--- src/design/fpt_pkg.sv ---
// Package for the fan PWM and tachometer controller.
// Holds the state codes, the register indexes and shared payload types.
`timescale 1ns / 1ps

package fpt_pkg;

    localparam logic [2:0] ST_IDLE      = 3'd0;
    localparam logic [2:0] ST_STARTING  = 3'd1;
    localparam logic [2:0] ST_RUNNING   = 3'd2;
    localparam logic [2:0] ST_START_ERR = 3'd3;
    localparam logic [2:0] ST_RUN_ERR   = 3'd4;

    localparam logic [2:0] REG_MIN_DUTY   = 3'd0;
    localparam logic [2:0] REG_MAX_DUTY   = 3'd1;
    localparam logic [2:0] REG_PHASE_THR  = 3'd2;
    localparam logic [2:0] REG_PHASE_MODE = 3'd3;
    localparam logic [2:0] REG_MIN_RPM    = 3'd4;
    localparam logic [2:0] REG_WINDOW     = 3'd5;
    localparam logic [2:0] REG_SKIP_TACH  = 3'd6;

    localparam logic [1:0] PM_NONE     = 2'd0;
    localparam logic [1:0] PM_TRIANGLE = 2'd1;
    localparam logic [1:0] PM_RANDOM   = 2'd2;

    typedef struct packed {
        logic       tach_level;
        logic [7:0] requested_duty;
        logic [7:0] random_byte;
    } t_fan_in;

    typedef struct packed {
        logic        fan_drive;
        logic        tach_edge;
        logic [15:0] rpm;
        logic        rpm_ready;
        logic [2:0]  ctrl_state;
        logic [6:0]  applied_duty;
        logic        rpm_ok;
    } t_fan_out;

endpackage

--- src/design/fpt_if.sv ---
// Valid/ready channel interface carrying one payload.
// The payload type is given by the parameter T.
`timescale 1ns / 1ps

interface fpt_if #(parameter type T = logic);
    logic valid;
    logic ready;
    T     data;
    modport source (output valid, output data, input ready);
    modport sink (input valid, input data, output ready);
endinterface

--- src/design/fan_pwm_tach_controller.sv ---
// Fan PWM controller with tach speed measurement, built on one shared
// divider/multiplier datapath run by a small sequencer. Depends on fpt_pkg and fpt_if.
// Sequence: a taken tick passes WN1, WN2 (skipped with the tach ignored), FSM and OUT,
// which raises the response; a random phase move adds PH1-PH3, a duty reload to a value
// from 2 to the phase threshold adds two 7-step divisions, a window end with on-time adds
// WN3 and the 48-step serial divider; the input is not ready until the response is taken.
// Reset: synchronous active low; loads the register defaults and clears the control state only.
`timescale 1ns / 1ps

module fan_pwm_tach_controller
    import fpt_pkg::*;
#(
    parameter int START_TIMEOUT    = 2000,
    parameter int START_EDGE_COUNT = 4,
    parameter int RPM_SETTLE_TICKS = 5000
) (
    input  logic        i_clk,
    input  logic        i_rst_n,
    fpt_if.sink         i_req,
    fpt_if.source       o_rsp,
    input  logic        i_cfg_we,
    input  logic [2:0]  i_cfg_index,
    input  logic [15:0] i_cfg_data
);

    localparam logic [3:0] S_IDLE = 4'd0;
    localparam logic [3:0] S_PH1  = 4'd1;
    localparam logic [3:0] S_PH2  = 4'd2;
    localparam logic [3:0] S_PH3  = 4'd3;
    localparam logic [3:0] S_WN1  = 4'd4;
    localparam logic [3:0] S_WN2  = 4'd5;
    localparam logic [3:0] S_WN3  = 4'd6;
    localparam logic [3:0] S_FSM  = 4'd7;
    localparam logic [3:0] S_DIV  = 4'd8;
    localparam logic [3:0] S_OUT  = 4'd9;

    localparam logic [1:0] DR_STEPS = 2'd0;
    localparam logic [1:0] DR_PSTEP = 2'd1;
    localparam logic [1:0] DR_EDGE  = 2'd3;

    logic [6:0]  r_min_duty, r_max_duty, r_phase_thr;
    logic [1:0]  r_phase_mode;
    logic [15:0] r_min_rpm, r_window;
    logic        r_skip;

    logic [3:0]  r_seq;
    logic [6:0]  r_period, r_active, r_pending;
    logic [7:0]  r_phase, r_step;
    logic [6:0]  r_plimit;
    logic        r_last_tach;
    logic [15:0] r_wcount, r_on_ticks, r_speed, r_state_ticks;
    logic [31:0] r_edges;
    logic        r_ready_flag;
    logic [2:0]  r_mode;
    logic [7:0]  r_start_edges;

    t_fan_in     r_in;
    t_fan_out    r_out;
    logic        r_drive, r_edge;
    logic signed [8:0] r_on;

    logic [47:0] r_num, r_rem;
    logic [31:0] r_den;
    logic [5:0]  r_cnt;
    logic [1:0]  r_dreason;
    logic [47:0] r_prod;

    logic [48:0] w_trial;
    assign w_trial = {r_rem, r_num[47]} - {17'd0, r_den};

    function automatic logic [6:0] f_cmd(input logic [15:0] v, input logic [6:0] mn,
                                         input logic [6:0] mx);
        logic [15:0] t;
        t = v;
        if (t != 16'd0 && t < {9'd0, mn}) t = {9'd0, mn};
        if (t > {9'd0, mx}) t = {9'd0, mx};
        return t[6:0];
    endfunction

    logic w_speed_ok;
    assign w_speed_ok = !(r_in.requested_duty != 8'd0 && r_speed < r_min_rpm);

    assign i_req.ready = (r_seq == S_IDLE) && !o_rsp.valid;
    assign o_rsp.data  = r_out;

    always_ff @(posedge i_clk) begin
        if (!i_rst_n) begin
            r_min_duty <= 7'd0; r_max_duty <= 7'd50; r_phase_thr <= 7'd0;
            r_phase_mode <= PM_RANDOM; r_min_rpm <= 16'd0; r_window <= 16'd1000;
            r_skip <= 1'b0;
        end else if (i_cfg_we) begin
            unique case (i_cfg_index)
                REG_MIN_DUTY:   r_min_duty   <= i_cfg_data[6:0];
                REG_MAX_DUTY:   r_max_duty   <= i_cfg_data[6:0];
                REG_PHASE_THR:  r_phase_thr  <= i_cfg_data[6:0];
                REG_PHASE_MODE: r_phase_mode <= i_cfg_data[1:0];
                REG_MIN_RPM:    r_min_rpm    <= i_cfg_data;
                REG_WINDOW:     r_window     <= i_cfg_data;
                REG_SKIP_TACH:  r_skip       <= i_cfg_data[0];
                default: ;
            endcase
        end
    end

    always_ff @(posedge i_clk) begin
        logic signed [9:0] on_v;
        logic [6:0]  pc;
        logic [7:0]  ph;
        logic [15:0] st;
        logic [7:0]  se;
        logic        e;
        logic [3:0]  n_seq;
        logic [15:0] rq;
        if (!i_rst_n) begin
            r_seq <= S_IDLE; r_period <= '0; r_active <= '0; r_pending <= '0;
            r_phase <= '0; r_step <= '0; r_plimit <= '0; r_last_tach <= 1'b0;
            r_wcount <= '0; r_on_ticks <= '0; r_speed <= '0; r_state_ticks <= '0;
            r_edges <= '0; r_ready_flag <= 1'b0; r_mode <= ST_IDLE;
            r_start_edges <= '0; o_rsp.valid <= 1'b0;
        end else begin
            if (o_rsp.valid && o_rsp.ready) o_rsp.valid <= 1'b0;
            unique case (r_seq)
                S_IDLE: begin
                    if (i_req.valid && i_req.ready) begin
                        r_in <= i_req.data;
                        on_v = $signed({3'd0, r_period}) - $signed({2'd0, r_phase});
                        if (on_v >= $signed({3'd0, r_active}))
                            on_v = on_v - $signed({3'd0, r_max_duty});
                        r_on <= on_v[8:0];
                        r_drive <= ({1'b0, r_period} >= r_phase) &&
                                   ({2'd0, r_period} < {1'b0, r_phase} + {2'd0, r_active});
                        pc = r_period + 7'd1;
                        n_seq = S_WN1;
                        if (pc >= r_max_duty) begin
                            r_period <= 7'd0;
                            if (r_active != r_pending) begin
                                r_active <= r_pending;
                                r_phase  <= 8'd0;
                                r_plimit <= (r_max_duty > r_pending) ?
                                            r_max_duty - r_pending : 7'd0;
                                r_step <= 8'd0;
                                if (r_pending > 7'd1 && r_pending <= r_phase_thr) begin
                                    r_num <= {r_max_duty, 41'd0};
                                    r_den <= {25'd0, r_pending};
                                    r_rem <= '0; r_cnt <= 6'd7;
                                    r_dreason <= DR_STEPS;
                                    n_seq = S_DIV;
                                end
                            end else if (r_step != 8'd0) begin
                                if (r_phase_mode == PM_NONE) begin
                                    r_phase <= 8'd0;
                                end else if (r_phase_mode == PM_TRIANGLE) begin
                                    ph = r_phase + r_step;
                                    if ($signed(ph) >= $signed({1'b0, r_plimit})) begin
                                        r_step <= -r_step; r_phase <= {1'b0, r_plimit};
                                    end else if ($signed(ph) < 0) begin
                                        r_step <= -r_step; r_phase <= 8'd0;
                                    end else begin
                                        r_phase <= ph;
                                    end
                                end else if (r_phase_mode == PM_RANDOM) begin
                                    n_seq = S_PH1;
                                end
                            end
                        end else begin
                            r_period <= pc;
                        end
                        r_seq <= n_seq;
                    end
                end
                S_PH1: begin
                    r_prod <= {33'd0, 15'({8'd0, r_plimit} * {7'd0, r_in.random_byte})};
                    r_seq <= S_PH2;
                end
                S_PH2: begin
                    // Exact division by 255 for any product below 2^15.
                    rq = r_prod[15:0] + {8'd0, r_prod[15:8]} + 16'd1;
                    r_phase <= rq[15:8];
                    r_seq <= S_PH3;
                end
                S_PH3: begin
                    r_seq <= S_WN1;
                end
                S_WN1: begin
                    if (r_skip) begin
                        r_edge <= 1'b0; r_seq <= S_FSM;
                    end else begin
                        e = (r_in.tach_level != r_last_tach) && (r_on >= 9'sd2);
                        r_edge <= e;
                        r_last_tach <= r_in.tach_level;
                        if (e) r_edges <= r_edges + 32'd1;
                        r_wcount <= r_wcount + 16'd1;
                        r_seq <= S_WN2;
                    end
                end
                S_WN2: begin
                    if (r_wcount >= r_window) begin
                        if (r_on_ticks != 16'd0) begin
                            r_prod <= r_edges * r_window;
                            r_seq <= S_WN3;
                        end else begin
                            r_prod <= {16'd0, r_edges};
                            r_seq <= S_DIV;
                            r_cnt <= 6'd0;
                            r_dreason <= DR_EDGE;
                            r_num <= {16'd0, r_edges};
                        end
                    end else begin
                        if (!r_on[8] && r_on_ticks != 16'hFFFF)
                            r_on_ticks <= r_on_ticks + 16'd1;
                        r_seq <= S_FSM;
                    end
                end
                S_WN3: begin
                    r_num <= r_prod; r_den <= {16'd0, r_on_ticks};
                    r_rem <= '0; r_cnt <= 6'd48;
                    r_dreason <= DR_EDGE; r_seq <= S_DIV;
                end
                S_DIV: begin
                    if (r_cnt != 6'd0) begin
                        if (!w_trial[48]) begin
                            r_rem <= w_trial[47:0];
                            r_num <= {r_num[46:0], 1'b1};
                        end else begin
                            r_rem <= {r_rem[46:0], r_num[47]};
                            r_num <= {r_num[46:0], 1'b0};
                        end
                        r_cnt <= r_cnt - 6'd1;
                    end else begin
                        unique case (r_dreason)
                            DR_STEPS: begin
                                r_den <= (r_num[6:0] < 7'd3) ? 32'd3 : {25'd0, r_num[6:0]};
                                r_num <= {r_plimit, 41'd0};
                                r_rem <= '0; r_cnt <= 6'd7;
                                r_dreason <= DR_PSTEP;
                            end
                            DR_PSTEP: begin
                                r_step <= {1'b0, r_num[6:0]};
                                r_seq <= S_WN1;
                            end
                            default: begin
                                if (r_num[47:16] != 32'd0) begin
                                    r_speed <= 16'hFFFF;
                                end else begin
                                    r_speed <= ((({18'd0, r_speed} + 34'(r_num[15:0]) * 34'd45)
                                                >> 2) > 34'd65535) ? 16'hFFFF :
                                               16'((({18'd0, r_speed}
                                                + 34'(r_num[15:0]) * 34'd45) >> 2));
                                end
                                r_edges <= '0; r_wcount <= '0; r_on_ticks <= '0;
                                r_ready_flag <= 1'b1;
                                r_seq <= S_FSM;
                            end
                        endcase
                    end
                end
                S_FSM: begin
                    st = r_state_ticks; se = r_start_edges;
                    unique case (r_mode)
                        ST_IDLE: begin
                            if (r_in.requested_duty != 8'd0) begin
                                r_mode <= ST_STARTING;
                                r_start_edges <= 8'd0; r_state_ticks <= 16'd0;
                            end else begin
                                r_pending <= 7'd0;
                            end
                        end
                        ST_STARTING: begin
                            if (r_in.requested_duty == 8'd0) begin
                                r_mode <= ST_IDLE;
                            end else begin
                                if (st != 16'hFFFF) st = st + 16'd1;
                                if ({16'd0, st} > START_TIMEOUT && !r_skip) begin
                                    r_state_ticks <= st;
                                    r_mode <= ST_START_ERR;
                                end else begin
                                    r_pending <= f_cmd({9'd0, r_max_duty},
                                                       r_min_duty, r_max_duty);
                                    if (r_edge && se != 8'hFF) se = se + 8'd1;
                                    r_start_edges <= se;
                                    if ({24'd0, se} >= START_EDGE_COUNT) begin
                                        r_mode <= ST_RUNNING;
                                        r_state_ticks <= 16'd0;
                                    end else begin
                                        r_state_ticks <= st;
                                    end
                                end
                            end
                        end
                        ST_RUNNING: begin
                            if (r_in.requested_duty == 8'd0) begin
                                r_mode <= ST_IDLE;
                            end else begin
                                r_pending <= f_cmd({8'd0, r_in.requested_duty},
                                                   r_min_duty, r_max_duty);
                                if ({16'd0, st} < RPM_SETTLE_TICKS)
                                    r_state_ticks <= st + 16'd1;
                                else if (!w_speed_ok && !r_skip)
                                    r_mode <= ST_RUN_ERR;
                            end
                        end
                        default: begin
                            if (r_in.requested_duty == 8'd0) begin
                                r_mode <= ST_IDLE;
                            end else begin
                                r_pending <= f_cmd({8'd0, r_in.requested_duty},
                                                   r_min_duty, r_max_duty);
                                if (w_speed_ok) r_mode <= ST_RUNNING;
                            end
                        end
                    endcase
                    r_seq <= S_OUT;
                end
                S_OUT: begin
                    r_out.fan_drive    <= r_drive;
                    r_out.tach_edge    <= r_edge;
                    r_out.rpm          <= r_speed;
                    r_out.rpm_ready    <= r_ready_flag;
                    r_out.ctrl_state   <= r_mode;
                    r_out.applied_duty <= r_pending;
                    r_out.rpm_ok       <= w_speed_ok;
                    o_rsp.valid <= 1'b1;
                    r_seq <= S_IDLE;
                end
                default: r_seq <= S_IDLE;
            endcase
        end
    end

endmodule
--- src/flat_wrapper.sv ---
// flat-port wrapper written by rule: the top's interface ports become plain ports
module fan_pwm_tach_controller_flat import fpt_pkg::*;
#(
    parameter int START_TIMEOUT    = 2000,
    parameter int START_EDGE_COUNT = 4,
    parameter int RPM_SETTLE_TICKS = 5000
)
  (i_clk, i_rst_n, i_cfg_we, i_cfg_index, i_cfg_data, i_req_valid, i_req_data, i_req_ready, o_rsp_valid, o_rsp_data, o_rsp_ready);
  fpt_if i_req_i ();
  fpt_if o_rsp_i ();
  input  logic i_clk;
  input  logic i_rst_n;
  input  logic i_cfg_we;
  input  logic [2:0] i_cfg_index;
  input  logic [15:0] i_cfg_data;
  input wire logic [$bits(i_req_i.valid)-1:0] i_req_valid;
  input wire logic [$bits(i_req_i.data)-1:0] i_req_data;
  output wire logic [$bits(i_req_i.ready)-1:0] i_req_ready;
  output wire logic [$bits(o_rsp_i.valid)-1:0] o_rsp_valid;
  output wire logic [$bits(o_rsp_i.data)-1:0] o_rsp_data;
  input wire logic [$bits(o_rsp_i.ready)-1:0] o_rsp_ready;
  assign i_req_i.valid = i_req_valid;
  assign i_req_i.data = i_req_data;
  assign i_req_ready = i_req_i.ready;
  assign o_rsp_valid = o_rsp_i.valid;
  assign o_rsp_data = o_rsp_i.data;
  assign o_rsp_i.ready = o_rsp_ready;
  fan_pwm_tach_controller #(.START_TIMEOUT(START_TIMEOUT), .START_EDGE_COUNT(START_EDGE_COUNT), .RPM_SETTLE_TICKS(RPM_SETTLE_TICKS)) u_core (.i_clk(i_clk), .i_rst_n(i_rst_n), .i_req(i_req_i), .o_rsp(o_rsp_i), .i_cfg_we(i_cfg_we), .i_cfg_index(i_cfg_index), .i_cfg_data(i_cfg_data));
endmodule
--- config.mk ---
export PLATFORM = sky130hd
export DESIGN_NAME = fan_pwm_tach_controller_flat
export DESIGN_NICKNAME = d
export VERILOG_FILES = /design/src/design/fpt_pkg.sv /design/src/design/fpt_if.sv /design/src/design/fan_pwm_tach_controller.sv /design/src/flat_wrapper.sv
export SDC_FILE = /design/constraint.sdc
export NUM_CORES = 1
export LEC_CHECK = 0
export ABC_CLOCK_PERIOD_IN_PS = 15200
export CAP_MARGIN = 40
export CORE_ASPECT_RATIO = 1.4
export CORE_MARGIN = 2
export CORE_UTILIZATION = 55
export CTS_CLUSTER_SIZE = 20
export DETAILED_ROUTE_END_ITERATION = 8
export DONT_BUFFER_PORTS = 1
export PLACE_DENSITY_LB_ADDON = 0.3
export SYNTH_ARGS = -nofsm -noshare
export SYNTH_HDL_FRONTEND = slang
export SYNTH_SLANG_ARGS = --single-unit
export TNS_END_PERCENT = 50
--- constraint.sdc ---
create_clock -name i_clk -period 15.2 [get_ports i_clk]
set_input_delay 0.76 -clock i_clk [delete_from_list [all_inputs] [get_ports i_clk]]
set_output_delay 0.76 -clock i_clk [all_outputs]
set_load 0.005 [all_outputs]
==> metrics.txt <==
VDD IR max=between 0.09 and 0.1 mV; share of cells above drive strength 1=4.96%; P per Cell Area=between 100 and 150 nW/µm²; slew margin rel.=around two fifths; worst skew pair latency=0.50 ns; die area=~22000 µm²; cell taking the most area after synthesis=edfxtp_1; fin crit period=around 3.8 ns; WP data required=about 15 ns; Synth Area in Compound Gates=14.3%; slowest CP cell=nor2_2; Top delay family on crit path=compound AO/OA/AOI/OAI gates; worst-case reg-to-reg path depth=11; #FFs+latches synth=between 200 and 250; Highest Clock Rate=261 MHz; first-pass GRT wire length=around 39000 µm; Post-Syn Instances=around 1200; Total GRT Usage=21.0%; clk buf depth=3; Post-CTS Resized=0; static leakage=~4.5 nW; num rows=a little over 60; share of Yosys cell area claimed by the top area cell type=about a third; Synthesis Warnings=0; Syn Nets=roughly 1300; setup TNS=0 ns; status=complete, no violations; IO Pins=28; initial antenna violation count=0; 1st-iter DRT viols=633; Post-synth EDFFs=between 100 and 150; Unique masters post-synth=67; Max Cap Viol=0; worst-path cell chain=inv_1, ha_1, fa_1, nand2b_1, a21oi_1, a31oi_1, o21ai_1, nor3_2, nor2_2, nor4_1, mux2i_1; DP HPWL=approximately 16000 µm; fillcell total=approximately 1700; Fin. Hold Viols=0; vias in the first global route=around 8200; Mapped Area=~11000 µm²; worst stage delay on the critical path=approximately 0.72 ns; critical path arrival=a little over 4 ns; # hold bufs at CTS=0; DRC viols=0; Post-CTS Setup Bufs=0; Core ar.=~20000 µm²; vias per cell=around 5.8; Least-Margin Pin Slew=slightly above 0.9 ns; Final period util=roughly 25%; PortBufs=0; Via Count=between 8000 and 9000; ant diodes=0; critical path class=reg -> reg; RSZ-0062 raised after global routing=false; Synth Area in XOR/XNOR=4.62%; Hold Path Stages=1; Worst setup EP type=register; H-tree depth=1; mux contribution to synthesized area=0.618%; WL per Instance=15.6 µm; Synth top cells by count=nand2_1 (157), edfxtp_1 (121), nor2_1 (91); Starting Density=between 50 and 60%; Crit Path Max Fanout=25; chip width=around 130 µm; Synth Area in Adders=6.86%; critical path startpoint category=register; most common cell in the netlist=nand2_1; final WL=around 23000 µm; Post-Synth Simple-Gate Area=22.5%; Sink Count=206; final core utilization=about three fifths; WP buf/inv=1; largest net degree at the start of global routing=72; WP depth=11; die height=174 µm; Area contributors post-synth=edfxtp_1 (32%), dfxtp_1 (15%), ha_1 (6.5%); drt first pass iters=5; post-route ant nets=0; Placer Congestion=0.820; Area Growth Syn to Fin=8.43%; CTS root buffer=clkbuf_16; Num CTS Buffers=22; Setup-failing EPs final=0; Slew Limit Fails=0; Setup Skew=about 0.012 ns; Seq/Total Area, Yosys=a little under half; clock slew at reported path FFs=around 0.06 ns; Hold Crit Class=in -> reg; largest family of logic cells by synthesized area=simple AND/OR/NAND/NOR gates; Mean Syn Cell Area=around 9.4 µm²; # nets final=1279; Most used DFF post-synth=edfxtp_1; CTS tree=built; R2R setup slack=~11 ns; GR Overflow Total=0; async set or reset register ratio after synthesis=0%
-- per-stage QoR --
step | hold slack [ns] | std cells | worst slack (ns) | instance area, µm² | total power, W
floorplan | 0.430 | 1208 | 8.98 | 11300 | 0.000754
global placement | 0.445 | 1422 | 11.46 | 11500 | 0.000780
detailed placement | 0.445 | 1425 | 11.35 | 11600 | 0.000785
CTS | 0.337 | 1465 | 11.35 | 12300 | 0.00132
global route | 0.331 | 1465 | 11.04 | 12300 | 0.00136
finish | 0.353 | 1465 | 11.37 | 12300 | 0.00130
-- kinds of logic (layout without fill, tap and decap cells) --
logic type,after synthesis,count (layout)
AO/OA/AOI/OAI,253,253
XOR/XNOR,59,59
multiplexers,7,7
flip-flops,206,206
adder cells (fa/ha/maj),61,61
other,1,1
AND/OR/NAND/NOR,506,506
buffers and inverters,115,116
-- final timing paths --
check | from | to
min | i_rst_n | u_core.r_window[8]
max | u_core.r_num[47] | u_core.r_rem[41]
max reg2reg | u_core.r_num[47] | u_core.r_rem[41]
min reg2reg | u_core.r_phase[5] | u_core.r_phase[5]
-- layer usage --
metal	track usage [%]	wire [µm]
met1	25.9	10000
met5	0	0
met3	3.02	736
met2	38.3	11700
met4	5.79	434
-- area by class of cell --
cell class,instances,area (µm²),area share [%]
Tap cell,256,320,2.61
Timing Repair Buffer,12,101,0.824
Clock inverter,14,125,1.02
Clock buffer,26,587,4.77
Multi-Input combinational cell,887,5590,45.4
Inverter,64,240,1.95
Sequential cell,206,5340,43.4
-- power by group --
part / internal (W) / switching [W]
Clock: 0.000311 / 0.000220
Sequential: 0.000623 / 0.0000259
Combinational: 0.0000481 / 0.0000760
Total: 0.000982 / 0.000322
-- flip-flops by register name, indices dropped and copies added (netlist names), 6 cells and up --
signal and count:
u_core.r_num 48, u_core.r_rem 48, u_core.r_den 16, u_core.r_on_ticks 16, u_core.r_wcount 16, u_core.r_window 16
u_core.r_step 8, u_core.r_max_duty 7, u_core.r_period 7, u_core.r_phase 7, u_core.r_cnt 6
-- cells in the final DEF (no fill, tap or decap), types with 5 or more instances in the layout --
cell	synthesis	routed
a21boi_0	29	29
a21o_1	13	13
a21oi_1	75	74
a22o_1	5	5
a31oi_1	9	9
and2_1	61	61
and3_1	9	9
buf_4	3	10
clkbuf_16	0	23
clkinv_2	0	7
dfxtp_1	85	85
edfxtp_1	121	121
ha_1	59	59
inv_1	64	64
mux2i_1	7	7
nand2_1	157	157
nand2b_1	21	21
nand3_1	36	36
nand4_1	11	11
nor2_1	91	91
nor2b_1	8	8
nor3_1	21	21
nor4_1	15	15
o211ai_1	17	17
o21a_1	9	9
o21ai_0	48	47
o31ai_1	8	8
or3_1	29	29
or4_1	19	19
xnor2_1	34	34
xor2_1	24	24
Power figures use the tool's default switching activity.
